File: src/rtl/core/fit_pkg.sv
// fit_pkg: shared types, constants and address helpers for the four-index transform unit.
// No dependencies; imported by every module of the block.
package fit_pkg;

    // sizing
    localparam int MAX_DIM = 8;
    localparam int IDX_W   = 3;
    localparam int DATA_W  = 64;
    localparam int CIDX_W  = 2;
    localparam int ADIM_W  = 4;
    localparam int T_DEPTH = MAX_DIM * MAX_DIM * MAX_DIM * MAX_DIM;
    localparam int C_DEPTH = MAX_DIM * MAX_DIM;
    localparam int TA_W    = $clog2(T_DEPTH);
    localparam int CA_W    = $clog2(C_DEPTH);
    localparam int M_W     = (MAX_DIM > 1) ? $clog2(MAX_DIM) : 1;
    localparam int N_W     = $clog2(MAX_DIM + 1);

    // fixed point limits
    localparam logic [DATA_W-1:0] POS_MAX = {1'b0, {(DATA_W-1){1'b1}}};
    localparam logic [DATA_W-1:0] NEG_MIN = {1'b1, {(DATA_W-1){1'b0}}};

    // configuration reset values
    localparam logic [CIDX_W-1:0] CIDX_RESET = '0;
    localparam logic [ADIM_W-1:0] ADIM_RESET = 4'd8;

    // item operation codes
    typedef logic [1:0] t_func;
    localparam t_func FUNC_LOAD_T  = 2'd0;
    localparam t_func FUNC_LOAD_C  = 2'd1;
    localparam t_func FUNC_COMPUTE = 2'd2;

    typedef struct packed {
        t_func                    func;
        logic [IDX_W-1:0]         idx_first;
        logic [IDX_W-1:0]         idx_second;
        logic [IDX_W-1:0]         idx_third;
        logic [IDX_W-1:0]         idx_fourth;
        logic signed [DATA_W-1:0] data_value;
    } t_in_item;

    typedef struct packed {
        logic signed [DATA_W-1:0] element_value;
        logic                     saturated;
    } t_out_item;

    typedef struct packed {
        logic [CIDX_W-1:0] contracted_index;
        logic [ADIM_W-1:0] active_dim;
    } t_cfg;

    // store write and read requests
    typedef struct packed {
        logic              t_wr;
        logic              c_wr;
        logic [TA_W-1:0]   t_addr;
        logic [CA_W-1:0]   c_addr;
        logic [DATA_W-1:0] data;
    } t_wr_req;

    typedef struct packed {
        logic            en;
        logic [TA_W-1:0] t_addr;
        logic [CA_W-1:0] c_addr;
    } t_rd_req;

    // one clipped product from the multiplier
    typedef struct packed {
        logic              vld;
        logic              last;
        logic              clip;
        logic [DATA_W-1:0] value;
    } t_prod;

    function automatic logic idx_ok(input logic [IDX_W-1:0] v);
        return {1'b0, v} < (IDX_W+1)'(MAX_DIM);
    endfunction

    function automatic logic [TA_W-1:0] fit_t_addr(input logic [IDX_W-1:0] a,
                                                   input logic [IDX_W-1:0] b,
                                                   input logic [IDX_W-1:0] c,
                                                   input logic [IDX_W-1:0] d);
        int sum;
        sum = ((int'(a) * MAX_DIM + int'(b)) * MAX_DIM + int'(c)) * MAX_DIM + int'(d);
        return TA_W'(sum);
    endfunction

    function automatic logic [CA_W-1:0] fit_c_addr(input logic [IDX_W-1:0] m,
                                                   input logic [IDX_W-1:0] e);
        int sum;
        sum = int'(m) * MAX_DIM + int'(e);
        return CA_W'(sum);
    endfunction

endpackage

File: src/rtl/core/fit_seq.sv
// fit_seq: sequencer for one compute item: issues store reads per summation step and
// accumulates clipped products with saturation. Depends on fit_pkg.
module fit_seq (
    input  logic                       i_clk,
    input  logic                       i_rst_n,
    input  logic                       i_start,
    input  fit_pkg::t_in_item          i_item,
    input  fit_pkg::t_cfg              i_cfg,
    input  fit_pkg::t_prod             i_prod,
    input  logic                       i_take,
    output logic                       o_busy,
    output fit_pkg::t_rd_req           o_rd,
    output logic                       o_mul_vld,
    output logic                       o_mul_last,
    output logic                       o_res_vld,
    output fit_pkg::t_out_item         o_res
);
    import fit_pkg::*;

    localparam logic [1:0] S_IDLE  = 2'd0;
    localparam logic [1:0] S_ISSUE = 2'd1;
    localparam logic [1:0] S_DRAIN = 2'd2;
    localparam logic [1:0] S_DONE  = 2'd3;

    logic [1:0]        r_state, n_state;
    logic [M_W-1:0]    r_m, n_m;
    logic [DATA_W-1:0] r_acc, n_acc;
    logic              r_sat, n_sat;
    logic              r_rd_vld, r_rd_last;

    // latched item context
    logic [IDX_W-1:0]  r_v [4];
    logic [CIDX_W-1:0] r_pos;
    logic [IDX_W-1:0]  r_e;
    logic [N_W-1:0]    r_n;

    logic [IDX_W-1:0]  v_in [4];
    logic [IDX_W-1:0]  w [4];
    logic [N_W-1:0]    n_cfg;
    logic              in_range, start_ok, issue, issue_last;
    logic [DATA_W-1:0] sum;
    logic              ovf;

    // incoming indices and summation length
    always_comb begin
        v_in[0]  = i_item.idx_first;
        v_in[1]  = i_item.idx_second;
        v_in[2]  = i_item.idx_third;
        v_in[3]  = i_item.idx_fourth;
        in_range = idx_ok(v_in[0]) && idx_ok(v_in[1]) && idx_ok(v_in[2]) && idx_ok(v_in[3]);
        n_cfg    = ({1'b0, i_cfg.active_dim} > (ADIM_W+1)'(MAX_DIM)) ?
                   N_W'(MAX_DIM) : N_W'(i_cfg.active_dim);
        start_ok = in_range && (n_cfg != '0);
    end

    // read address for step m: m replaces the contracted index
    always_comb begin
        w[0] = r_v[0];
        w[1] = r_v[1];
        w[2] = r_v[2];
        w[3] = r_v[3];
        w[r_pos] = IDX_W'(r_m);
        issue      = (r_state == S_ISSUE);
        issue_last = ((N_W'(r_m) + 1'b1) == r_n);
    end

    assign o_rd.en     = issue;
    assign o_rd.t_addr = fit_t_addr(w[0], w[1], w[2], w[3]);
    assign o_rd.c_addr = fit_c_addr(IDX_W'(r_m), r_e);

    // saturating accumulate
    always_comb begin
        sum = r_acc + i_prod.value;
        ovf = (r_acc[DATA_W-1] == i_prod.value[DATA_W-1]) &&
              (sum[DATA_W-1] != r_acc[DATA_W-1]);
    end

    // next state
    always_comb begin
        n_state = r_state;
        n_m     = r_m;
        n_acc   = r_acc;
        n_sat   = r_sat;
        unique case (r_state)
            S_IDLE: begin
                if (i_start) begin
                    n_acc   = i_item.data_value;
                    n_sat   = 1'b0;
                    n_m     = '0;
                    n_state = start_ok ? S_ISSUE : S_DONE;
                end
            end
            S_ISSUE: begin
                n_m = r_m + 1'b1;
                if (issue_last) begin
                    n_state = S_DRAIN;
                end
            end
            S_DRAIN: begin
                n_state = r_state;
            end
            S_DONE: begin
                if (i_take) begin
                    n_state = S_IDLE;
                end
            end
            default: n_state = S_IDLE;
        endcase
        if (i_prod.vld) begin
            n_acc = ovf ? (r_acc[DATA_W-1] ? NEG_MIN : POS_MAX) : sum;
            n_sat = r_sat | i_prod.clip | ovf;
            if (i_prod.last) begin
                n_state = S_DONE;
            end
        end
    end

    // control registers
    always_ff @(posedge i_clk) begin
        if (!i_rst_n) begin
            r_state   <= S_IDLE;
            r_rd_vld  <= 1'b0;
            r_rd_last <= 1'b0;
        end else begin
            r_state   <= n_state;
            r_rd_vld  <= issue;
            r_rd_last <= issue && issue_last;
        end
    end

    // payload registers
    always_ff @(posedge i_clk) begin
        r_m   <= n_m;
        r_acc <= n_acc;
        r_sat <= n_sat;
        if (i_start && (r_state == S_IDLE)) begin
            r_v[0] <= v_in[0];
            r_v[1] <= v_in[1];
            r_v[2] <= v_in[2];
            r_v[3] <= v_in[3];
            r_pos  <= i_cfg.contracted_index;
            r_e    <= v_in[i_cfg.contracted_index];
            r_n    <= n_cfg;
        end
    end

    assign o_busy              = (r_state != S_IDLE);
    assign o_mul_vld           = r_rd_vld;
    assign o_mul_last          = r_rd_last;
    assign o_res_vld           = (r_state == S_DONE);
    assign o_res.element_value = r_acc;
    assign o_res.saturated     = r_sat;

endmodule

File: config.mk
export PLATFORM = sky130hd
export DESIGN_NAME = fit_seq
export DESIGN_NICKNAME = d
export VERILOG_FILES = /design/src/rtl/core/fit_pkg.sv /design/src/rtl/core/fit_seq.sv
export SDC_FILE = /design/constraint.sdc
export NUM_CORES = 1
export LEC_CHECK = 0
export BUFFER_PORTS_ARGS = -buffer_cell sky130_fd_sc_hd__buf_2
export CORE_MARGIN = 4
export CORE_UTILIZATION = 35
export DETAILED_ROUTE_END_ITERATION = 16
export PLACE_DENSITY = 0.58
export REMOVE_ABC_BUFFERS = 1
export SYNTH_ARGS = -nofsm -noshare
export SYNTH_HDL_FRONTEND = slang
export SYNTH_SLANG_ARGS = --single-unit
File: constraint.sdc
create_clock -name i_clk -period 5.2 [get_ports i_clk]
set_input_delay 1.04 -clock i_clk [delete_from_list [all_inputs] [get_ports i_clk]]
set_output_delay 1.04 -clock i_clk [all_outputs]
set_load 0.01 [all_outputs]
==> impl_metrics.json, run 1 <==
{
  "port-buffer-count": 240,
  "start_util_pct": 36.0,
  "p_sw_share_pct": 43.4,
  "slowest_delay_ps": 510,
  "power_frac_seq_pct": 28.0,
  "synth_area_per_cell_um2": 8.68,
  "whs_endpoint": "r_sat",
  "grt-ovfl-total": 0,
  "pwr-share-clk_pct": 18.0,
  "clk_pin_slew_ps": 80,
  "synth_cell_type_count": 65,
  "crit_path_start_kind": "primary input",
  "die_y_um": 159,
  "synthesis.area_um2": 7960,
  "final_cell_mix": "239 x buf_2, 170 x a21oi_1, 113 x nor2_1",
  "clock-root-buffer": "clkbuf_16",
  "r2r_cells": 11,
  "grt_setup_unrepaired": "no",
  "synthArstFlopShare_pct": 0,
  "insertion_delay_ps": 360,
  "clock_skew_ps": 9.44,
  "p_leak_uw": 0.00423,
  "maxCapViolations": 0,
  "nets": 1351,
  "holdPathStages": 2,
  "num_antenna_cells": 0,
  "finalSetupTns_ps": 0,
  "switchingPower_uw": 1730,
  "drt_iter0_markers": 427,
  "period_share_pct": 85.1,
  "cts_resized": 0,
  "path_common_cell": "a21oi_1",
  "yosysTopAreaCell": "edfxtp_1",
  "dieArea_um2": 25200,
  "synth-warning-count": 0,
  "hp-class": "flop to flop",
  "viasPerCell": 5.45,
  "yosysSeqAreaShare_pct": 34.6,
  "critical_path_class": "primary input to flop",
  "rows": 54,
  "cts_tree": "yes",
  "syn_inst": 917,
  "vias": 7716,
  "placed_area_um2": 9420,
  "synth.top_cells.by_area": "edfxtp_1 34%, a21oi_1 11%, ha_1 10%",
  "post-route-drc-count": 0,
  "holdWs_ps": 639,
  "clock_path_buffers": 2,
  "grt_max_degree": 70,
  "cp_max_fo": 4,
  "core_um2": 22100,
  "final_cells": 1416,
  "min_from": "r_sat",
  "r2r_slack_ps": 1100,
  "cp_top_family": "compound AO/OA/AOI/OAI gates",
  "finalSetupViolCount": 0,
  "dp.cells": 1400,
  "worst_pin_slew_ps": 829,
  "postCtsSetupRepairBufs": 0,
  "synthFlopType": "edfxtp_1",
  "synth_edf_count": 89,
  "arrival_ps": 4540,
  "hpwl_mm": 20.5,
  "ir_worst_vdd_v": 0.000165,
  "grt_pass1_wl_mm": 40.5,
  "cts_made_buffers": 9,
  "design_area_um2": 9730,
  "status": "finished clean",
  "p_per_area_nw_per_um2": 411,
  "intPower_uw": 2260,
  "grtUsageTotal_pct": 19.8,
  "fmaxAchievable_mhz": 226,
  "slew_violations": 0,
  "finalPower_uw": 4000,
  "r2r_end": "r_acc[61]",
  "slew_headroom_pct": 44.6,
  "die_w_um": 159,
  "grt_pass1_vias": 7641,
  "routabilityCongestion": 0.890,
  "endpoint_kind": "flop",
  "synth.top_cell.area_share_pct": 33.6,
  "crit_required_ps": 5320,
  "crit_buf_inv": 1,
  "drive_gt1_share_pct": 25.8,
  "ios": 243,
  "clock-sinks": 93,
  "timing.rr.start": "r_acc[1]",
  "dr.pass1.iters": 5,
  "fin_crit_ps": 4420,
  "antenna_found_initial": 1,
  "mostFrequentLayoutCell": "buf_2",
  "timing.final.hold_violations": 0,
  "synth-seq-cells": 93,
  "ant_nets": 0,
  "holdBufCountCts": 0,
  "area_delta_synth_final_pct": 22.2,
  "crit_slowest_cell": "nor4_1",
  "worstPathCellList": "buf_2 -> ha_1 -> a211o_1 -> a21oi_1 -> a211oi_1 -> o21ai_0 -> a21oi_1 -> nor4_1 -> o31ai_1 -> a221oi_1 -> nor4b_1 -> a2111o_1",
  "wire_per_inst_um": 18.6,
  "power_frac_comb_pct": 54.1,
  "htreeDepth": 3,
  "drt-total-wl_mm": 26.3
}
==> power groups by stage <==
| stage | Sequential (uW) | Combinational [uW] | Clock [uW] |
|---|---|---|---|
| 6_report | 1120 | 2160 | 717 |
| 5_1_grt | 1130 | 2380 | 757 |
| 4_1_cts | 1120 | 2150 | 732 |
| 3_5_place_dp | 1130 | 2140 | 0 |
| 3_3_place_gp | 1130 | 2130 | 0 |
| 2_1_floorplan | 1180 | 1440 | 0 |
==> how the worst max path moves through the flow <==
stage,from,end,slack [ps],depth (start not counted)
floorplan,i_prod[1],r_acc[63],-200,10
global placement,i_prod[1],r_acc[61],530,12
detailed placement,i_prod[1],r_acc[61],480,12
CTS,i_prod[1],r_acc[61],870,12
global route,i_prod[2],r_acc[61],610,12
finish,i_prod[1],r_acc[61],780,12
==> worst reg2reg max path, cell delays in order, from the launching register on <==
cell,delay [ps]
edfxtp_1,440
ha_1,320
a211o_1,290
a21oi_1,290
a211oi_1,160
o21ai_0,440
a21oi_1,200
nor4_1,510
o31ai_1,260
a221oi_1,480
nor4b_1,110
a2111o_1,350
==> cell families (layout without fill, tap and decap cells) <==
logic type	count (synthesis)	in the layout	share of synthesized area [%]
AO/OA/AOI/OAI	344	344	26.7
XOR/XNOR	61	61	6.71
adder cells (fa/ha/maj)	65	65	10.3
buffers and inverters	72	291	3.50
flip-flops	93	93	34.6
multiplexers	16	16	2.69
AND/OR/NAND/NOR	266	266	15.5
==> cells in the mapped netlist, types with 4 or more instances <==
cell type / count
edfxtp_1: 89
buf_1: 4
nor2_1: 113
ha_1: 64
o2111ai_1: 4
nor2b_1: 8
xor2_1: 15
a21o_1: 41
o21bai_1: 12
mux2_2: 13
nand2b_1: 11
inv_1: 25
o221ai_1: 5
dfxtp_1: 4
o21ai_0: 51
nor3_1: 11
nand4_1: 21
and2_1: 9
a31oi_1: 7
nand3_1: 9
o21a_1: 9
a21oi_1: 171
o211ai_1: 9
xnor2_1: 46
clkbuf_1: 40
nand2_1: 60
==> layer usage <==
layer,GRT usage (%),share of wire (%)
met1,26.4,45
met2,32.4,46
met3,3.76,6.0
met4,6.51,2.1
met5,0,0.027
==> cell type report <==
class,instances,area [um^2]
flip-flops and latches,93,2750
fillers,2260,12400
inverters,25,93.8
well taps,280,350
clock buffers,9,225
clock inverters,7,86.3
repair buffers,250,1280
multi-input cells,752,4940
==> sequential cells by signal, indices dropped and copies added, names as in the netlist <==
name / flops
o_mul_last: 1
o_mul_vld: 1
r_acc: 64
r_e: 3
r_m: 3
r_n: 4
r_pos: 2
r_sat: 1
r_state: 2
r_v: 12
==> metrics by stage <==
stage / setup WS (ps) / utilization (%)
floorplan: -202 / -
global placement: 526 / 42.6
detailed placement: 485 / 42.6
CTS: 873 / 44.0
global route: 614 / 44.0
finish: 777 / 44.0
No activity file was read; power rests on OpenSTA's default activity.
==> inputs of run 2 (changes only) <==
Settings changed: CORE_UTILIZATION 35 to 53, PLACE_DENSITY 0.58 to 0.82, REMOVE_ABC_BUFFERS 1 to unset.
==> run 2 against run 1 <==
First-iteration DRC count up 71%. Non-clock buffer count shrank 2. Power fell by 0.66%. Largest cell class unchanged. Largest power group unchanged.
==> impl_metrics.json, run 2 (synthesis gave the netlist of run 1 again) <==
{
  "fmaxAchievable_mhz": 232,
  "grt_pass1_wl_mm": 37.1,
  "dr.pass1.iters": 4,
  "cts_tree": "yes",
  "drive_gt1_share_pct": 25.7,
  "critical_path_class": "primary input to flop",
  "clock-root-buffer": "clkbuf_16",
  "htreeDepth": 3,
  "top_register": "r_acc",
  "ios": 243,
  "grt_pass1_vias": 7550,
  "cts_made_buffers": 9,
  "crit_required_ps": 5380,
  "slew_violations": 0,
  "arrival_ps": 4490,
  "drt_iter0_markers": 732,
  "viasPerCell": 6.07,
  "ant_nets": 0,
  "antenna_found_initial": 0,
  "status": "finished clean",
  "clk_pin_slew_ps": 80,
  "largest_reg_flops": 64,
  "crit_path_start_kind": "primary input",
  "multiInputGateArea_um2": 4940,
  "top_regs": "r_acc: 64 flops, r_v: 12 flops, r_n: 4 flops",
  "endpoint_kind": "flop",
  "placed_area_um2": 9280,
  "cts_resized": 0,
  "wire_per_inst_um": 18.2,
  "p_leak_uw": 0.00422,
  "postCtsSetupRepairBufs": 0,
  "die_w_um": 131,
  "slowest_delay_ps": 420,
  "area_delta_synth_final_pct": 20.6,
  "period_share_pct": 83.0,
  "grt_setup_unrepaired": "no",
  "dieArea_um2": 17000,
  "hp-class": "flop to flop",
  "crit_slowest_cell": "o41ai_4",
  "grtUsageTotal_pct": 27.3,
  "hpwl_mm": 18.5,
  "grt-ovfl-total": 0,
  "maxCapViolations": 0,
  "clock_path_buffers": 2,
  "start_util_pct": 54.4,
  "core_um2": 14600,
  "clock_skew_ps": 8.12,
  "ir_worst_vdd_v": 0.000227,
  "p_per_area_nw_per_um2": 413,
  "fin_crit_ps": 4310,
  "regArea_um2": 2750,
  "n_fill_cell": 1223,
  "timing.final.hold_violations": 0,
  "worst_pin_slew_ps": 1050,
  "worstPathCellList": "buf_2 -> ha_1 -> inv_1 -> fa_1 -> and2b_1 -> o2111ai_1 -> a31o_1 -> a2111oi_4 -> o21ai_2 -> o41ai_4 -> buf_4 -> a21oi_2 -> o31ai_4 -> a211oi_1 -> o31ai_1",
  "grt_max_degree": 104,
  "post-route-drc-count": 0,
  "cp_max_fo": 6,
  "slew_headroom_pct": 29.9,
  "die_y_um": 131,
  "design_area_um2": 9600,
  "holdBufCountCts": 0,
  "vias": 8005,
  "port-buffer-count": 240,
  "drt-total-wl_mm": 23.9,
  "rows": 44,
  "final_cell_mix": "239 x buf_2, 170 x a21oi_1, 113 x nor2_1",
  "syn_nets": 1137,
  "nets": 1349,
  "clock-sinks": 93,
  "mostFrequentLayoutCell": "buf_2",
  "insertion_delay_ps": 360,
  "finalSetupTns_ps": 0,
  "utilization_pct": 65.6,
  "finalSetupViolCount": 0,
  "routabilityCongestion": 0.990
}
-- run 2: cell types whose count changed in the layout (fill, tap and decap cells not counted), sizes merged --
cell / before / now
clkinv: 3 / 5
buf: 250 / 248
inv: 29 / 27
diode: 0 / 1
-- run 2: cell type report --
cell class                      instances  share of cell area, %
Antenna cell                            1                 0.0261
Tap cell                              184                   2.40
Sequential cell                        93                   28.7
Clock inverter                          7                  0.951
Multi-Input combinational cell        752                   51.5
Timing Repair Buffer                  248                   13.2
Inverter                               25                  0.977
Clock buffer                            9                   2.35
-- run 2: worst paths after layout --
check / endpoint / slack (ps) / depth (start not counted) / startpoint
hold reg to reg: r_sat / 630 / 2 / r_sat
setup reg to reg: r_acc[61] / 1200 / 11 / r_acc[1]
setup / recovery: r_acc[60] / 890 / 15 / i_prod[0]
hold / removal: r_sat / 630 / 2 / r_sat
-- run 2: through the flow --
| stage | worst slack [ps] | hold WS, ps | instances | total power (uW) |
|---|---|---|---|---|
| 2_1_floorplan | 1040 | 586 | 917 | 2640 |
| 3_3_place_gp | 613 | 604 | 1302 | 3210 |
| 3_5_place_dp | 593 | 602 | 1302 | 3240 |
| 4_1_cts | 921 | 622 | 1318 | 3940 |
| 5_1_grt | 661 | 639 | 1318 | 4230 |
| 6_report | 886 | 625 | 1319 | 3970 |
-- run 2: per-layer routing --
layer | GRT usage, % | share of wire, % | vias up | wire length (um)
li1 | - | - | 3839 | -
met1 | 37.0 | 43 | 3751 | 10400
met2 | 45.3 | 47 | 382 | 11300
met3 | 4.02 | 7.2 | 33 | 1730
met4 | 8.35 | 2.0 | 0 | 490
met5 | 0 | 0 | - | 0
-- run 2: power by group --
part	internal [uW]	leakage (uW)	switching, uW
combinational	885	0.00316	1270
sequential	1030	0.000909	92.0
clock	346	0.000152	347
-- run 2: critical path, delay by kind of cell --
kind,cells,cell delay (ps)
compound gates,9,2200
fa+ha+maj,2,620
buf+inv,3,390
simple gates,1,230
==> inputs of run 3 (changes only) <==
Settings changed: ABC_AREA set to 1, CORE_UTILIZATION 53 to 55, PLACE_DENSITY 0.82 to 0.83.
Clock period 5.2 ns to 4.2 ns, I/O delays scaled along.
==> run 3 against run 2 <==
Highest routed layer unchanged. Clock skew rose by 6.9 ps. Flip-flop and latch count did not move. Setup slack improved by 160 ps. Die area rose by 9.9%.
==> impl_metrics.json, run 3 <==
{
  "status": "finished clean",
  "vias": 10100,
  "dieArea_um2": 18700,
  "synth-seq-cells": 93,
  "pwr-share-clk_pct": 17.0,
  "synth-warning-count": 0,
  "met1_length_mm": 13.0,
  "cp_max_fo": 27,
  "synth_edf_count": 89,
  "die_w_um": 137,
  "path_common_cell": "a21oi_1",
  "r2r_slack_ps": 1220,
  "top_register": "r_acc",
  "ir_worst_vdd_v": 0.000255,
  "grt_max_degree": 67,
  "crit_path_start_kind": "primary input",
  "clk_pin_slew_ps": 70,
  "maxCapViolations": 0,
  "grt_pass1_wl_mm": 47.1,
  "clock-root-buffer": "clkbuf_16",
  "period_share_pct": 75.1,
  "slew_violations": 0,
  "synth.top_cell.area_share_pct": 29.3,
  "arrival_ps": 3250,
  "synth_area_per_cell_um2": 6.44,
  "ios": 243,
  "drt_iter0_markers": 809,
  "intPower_uw": 2620,
  "power_frac_seq_pct": 27.5,
  "nets": 1873,
  "synth.top_cells.by_area": "edfxtp_1 29%, nand2_1 17%, nor2_1 9.7%",
  "p_per_area_nw_per_um2": 454,
  "endpoint_kind": "flop",
  "clock_path_buffers": 2,
  "grtUsageTotal_pct": 32.4,
  "n_fill_cell": 1438,
  "cts_made_buffers": 9,
  "hpwl_mm": 25.5,
  "wl_met2_mm": 13.6,
  "routed.top_layer": "met4",
  "fin_crit_ps": 3150,
  "largest_reg_flops": 64,
  "start_util_pct": 56.9,
  "clock-sinks": 93,
  "drive_gt1_share_pct": 16.4,
  "finalSetupViolCount": 0,
  "dr.pass1.iters": 6,
  "worst_pin_slew_ps": 724,
  "final_cell_mix": "409 x nand2_1, 240 x buf_2, 234 x nor2_1",
  "hp-class": "primary input to flop",
  "critical_path_class": "primary input to flop",
  "routabilityCongestion": 1.02,
  "top_regs": "r_acc: 64 flops, r_v: 12 flops, r_n: 4 flops",
  "switchingPower_uw": 2310,
  "cts_tree": "yes",
  "area_delta_synth_final_pct": 18.9,
  "cts_resized": 0,
  "layout_setup_ws_ps": 1050,
  "power_frac_comb_pct": 55.5,
  "synth.most_common_cell": "nand2_1",
  "yosysTopAreaCell": "edfxtp_1",
  "insertion_delay_ps": 360,
  "synthArstFlopShare_pct": 0,
  "slowest_delay_ps": 410,
  "worstPathCellList": "buf_2 -> ha_1 -> a21oi_1 -> nand2_1 -> a21oi_1 -> nand2_1 -> a21oi_1 -> nand3_2 -> buf_12 -> nand2_1 -> a21oi_1",
  "syn_nets": 1637,
  "port-buffer-count": 240,
  "multiInputGateArea_um2": 5480,
  "crit_buf_inv": 2,
  "placed_area_um2": 10600,
  "cp_top_family": "compound AO/OA/AOI/OAI gates",
  "num_antenna_cells": 0,
  "slew_headroom_pct": 51.7,
  "p_sw_share_pct": 46.8,
  "post-route-drc-count": 0,
  "drt-total-wl_mm": 30.9,
  "timing.final.hold_violations": 0,
  "viasPerCell": 5.39,
  "syn_inst": 1417,
  "grt_setup_unrepaired": "no",
  "clock_skew_ps": 15.1,
  "dr_wl_met3_mm": 3.34,
  "synthTopCellsByCount": "409 x nand2_1, 235 x nor2_1, 202 x inv_1",
  "die_y_um": 137,
  "synth_cell_type_count": 37,
  "grt-ovfl-total": 0,
  "crit_required_ps": 4290,
  "core_um2": 16100,
  "fmaxAchievable_mhz": 317,
  "finalSetupTns_ps": 0,
  "rows": 46,
  "regArea_um2": 2750,
  "holdWs_ps": 671,
  "holdBufCountCts": 0,
  "synthesis.area_um2": 9130,
  "dp_slack_ps": 723,
  "synthFlopType": "edfxtp_1",
  "postCtsSetupRepairBufs": 0,
  "p_leak_uw": 0.00553,
  "crit_slowest_cell": "nand3_2",
  "ant_nets": 0,
  "wire_per_inst_um": 16.5,
  "grt_pass1_vias": 9483,
  "mostFrequentLayoutCell": "nand2_1",
  "yosysSeqAreaShare_pct": 30.1,
  "antenna_found_initial": 0,
  "design_area_um2": 10900,
  "htreeDepth": 3
}
run 3: cell types whose count changed in the layout (fill, tap and decap cells not counted), moves of 13 or more:
cell and delta:
xor2_1 +13, a21o_1 -36, inv_1 +176, nand3_1 +52
mux2_2 -13, nand2_1 +350, xnor2_1 -38, a21oi_1 -14
nor2_1 +121
run 3: final cells by class:
| cell class | count | share of cell area [%] |
|---|---|---|
| Timing Repair Buffer | 247 | 12.0 |
| Tap cell | 216 | 2.49 |
| Sequential cell | 93 | 25.3 |
| Clock buffer | 9 | 2.07 |
| Multi-Input combinational cell | 1100 | 50.5 |
| Inverter | 202 | 6.98 |
| Clock inverter | 7 | 0.645 |
run 3: routing by layer:
layer | GRT usage [%] | vias to the layer above
li1 | - | 5068
met1 | 42.7 | 4484
met2 | 52.1 | 495
met3 | 7.90 | 61
met4 | 11.3 | 0
met5 | 0 | -
run 3: cells by family (layout without fill, tap and decap cells):
kind of cell / count (synthesis) / after routing / share of synthesized area (%)
adders and majority gates: 65 / 65 / 8.99
buffers and inverters: 224 / 465 / 9.86
and+or+nand+nor: 747 / 747 / 32.5
DFF: 93 / 93 / 30.1
AOI/OAI and AO/OA: 252 / 252 / 15.0
xor gates and xnor gates: 36 / 36 / 3.45
run 3: power by group through the flow:
stage / clock network [uW] / logic [uW] / registers (uW)
final: 838 / 2740 / 1350
after detailed placement: 0 / 2670 / 1370
after floorplan: 0 / 1760 / 1440
after CTS: 843 / 2680 / 1350
after global routing: 890 / 3040 / 1370
after global placement: 0 / 2630 / 1360
run 3: worst paths after layout:
path                                   to  depth (start not counted)        from
worst max-delay path            r_acc[31]                         11  i_prod[46]
worst min-delay path            r_v[1][1]                          1  i_item[71]
worst max register to register  r_acc[31]                         10   r_acc[46]
worst min register to register      r_sat                          2       r_sat
run 3: through the flow:
stage          util [%]  total power, uW  std cells
2_1_floorplan         -             3200       1417
3_3_place_gp       65.8             3990       1858
3_5_place_dp       65.8             4040       1858
4_1_cts            67.6             4880       1874
5_1_grt            67.6             5300       1874
6_report           67.6             4930       1874
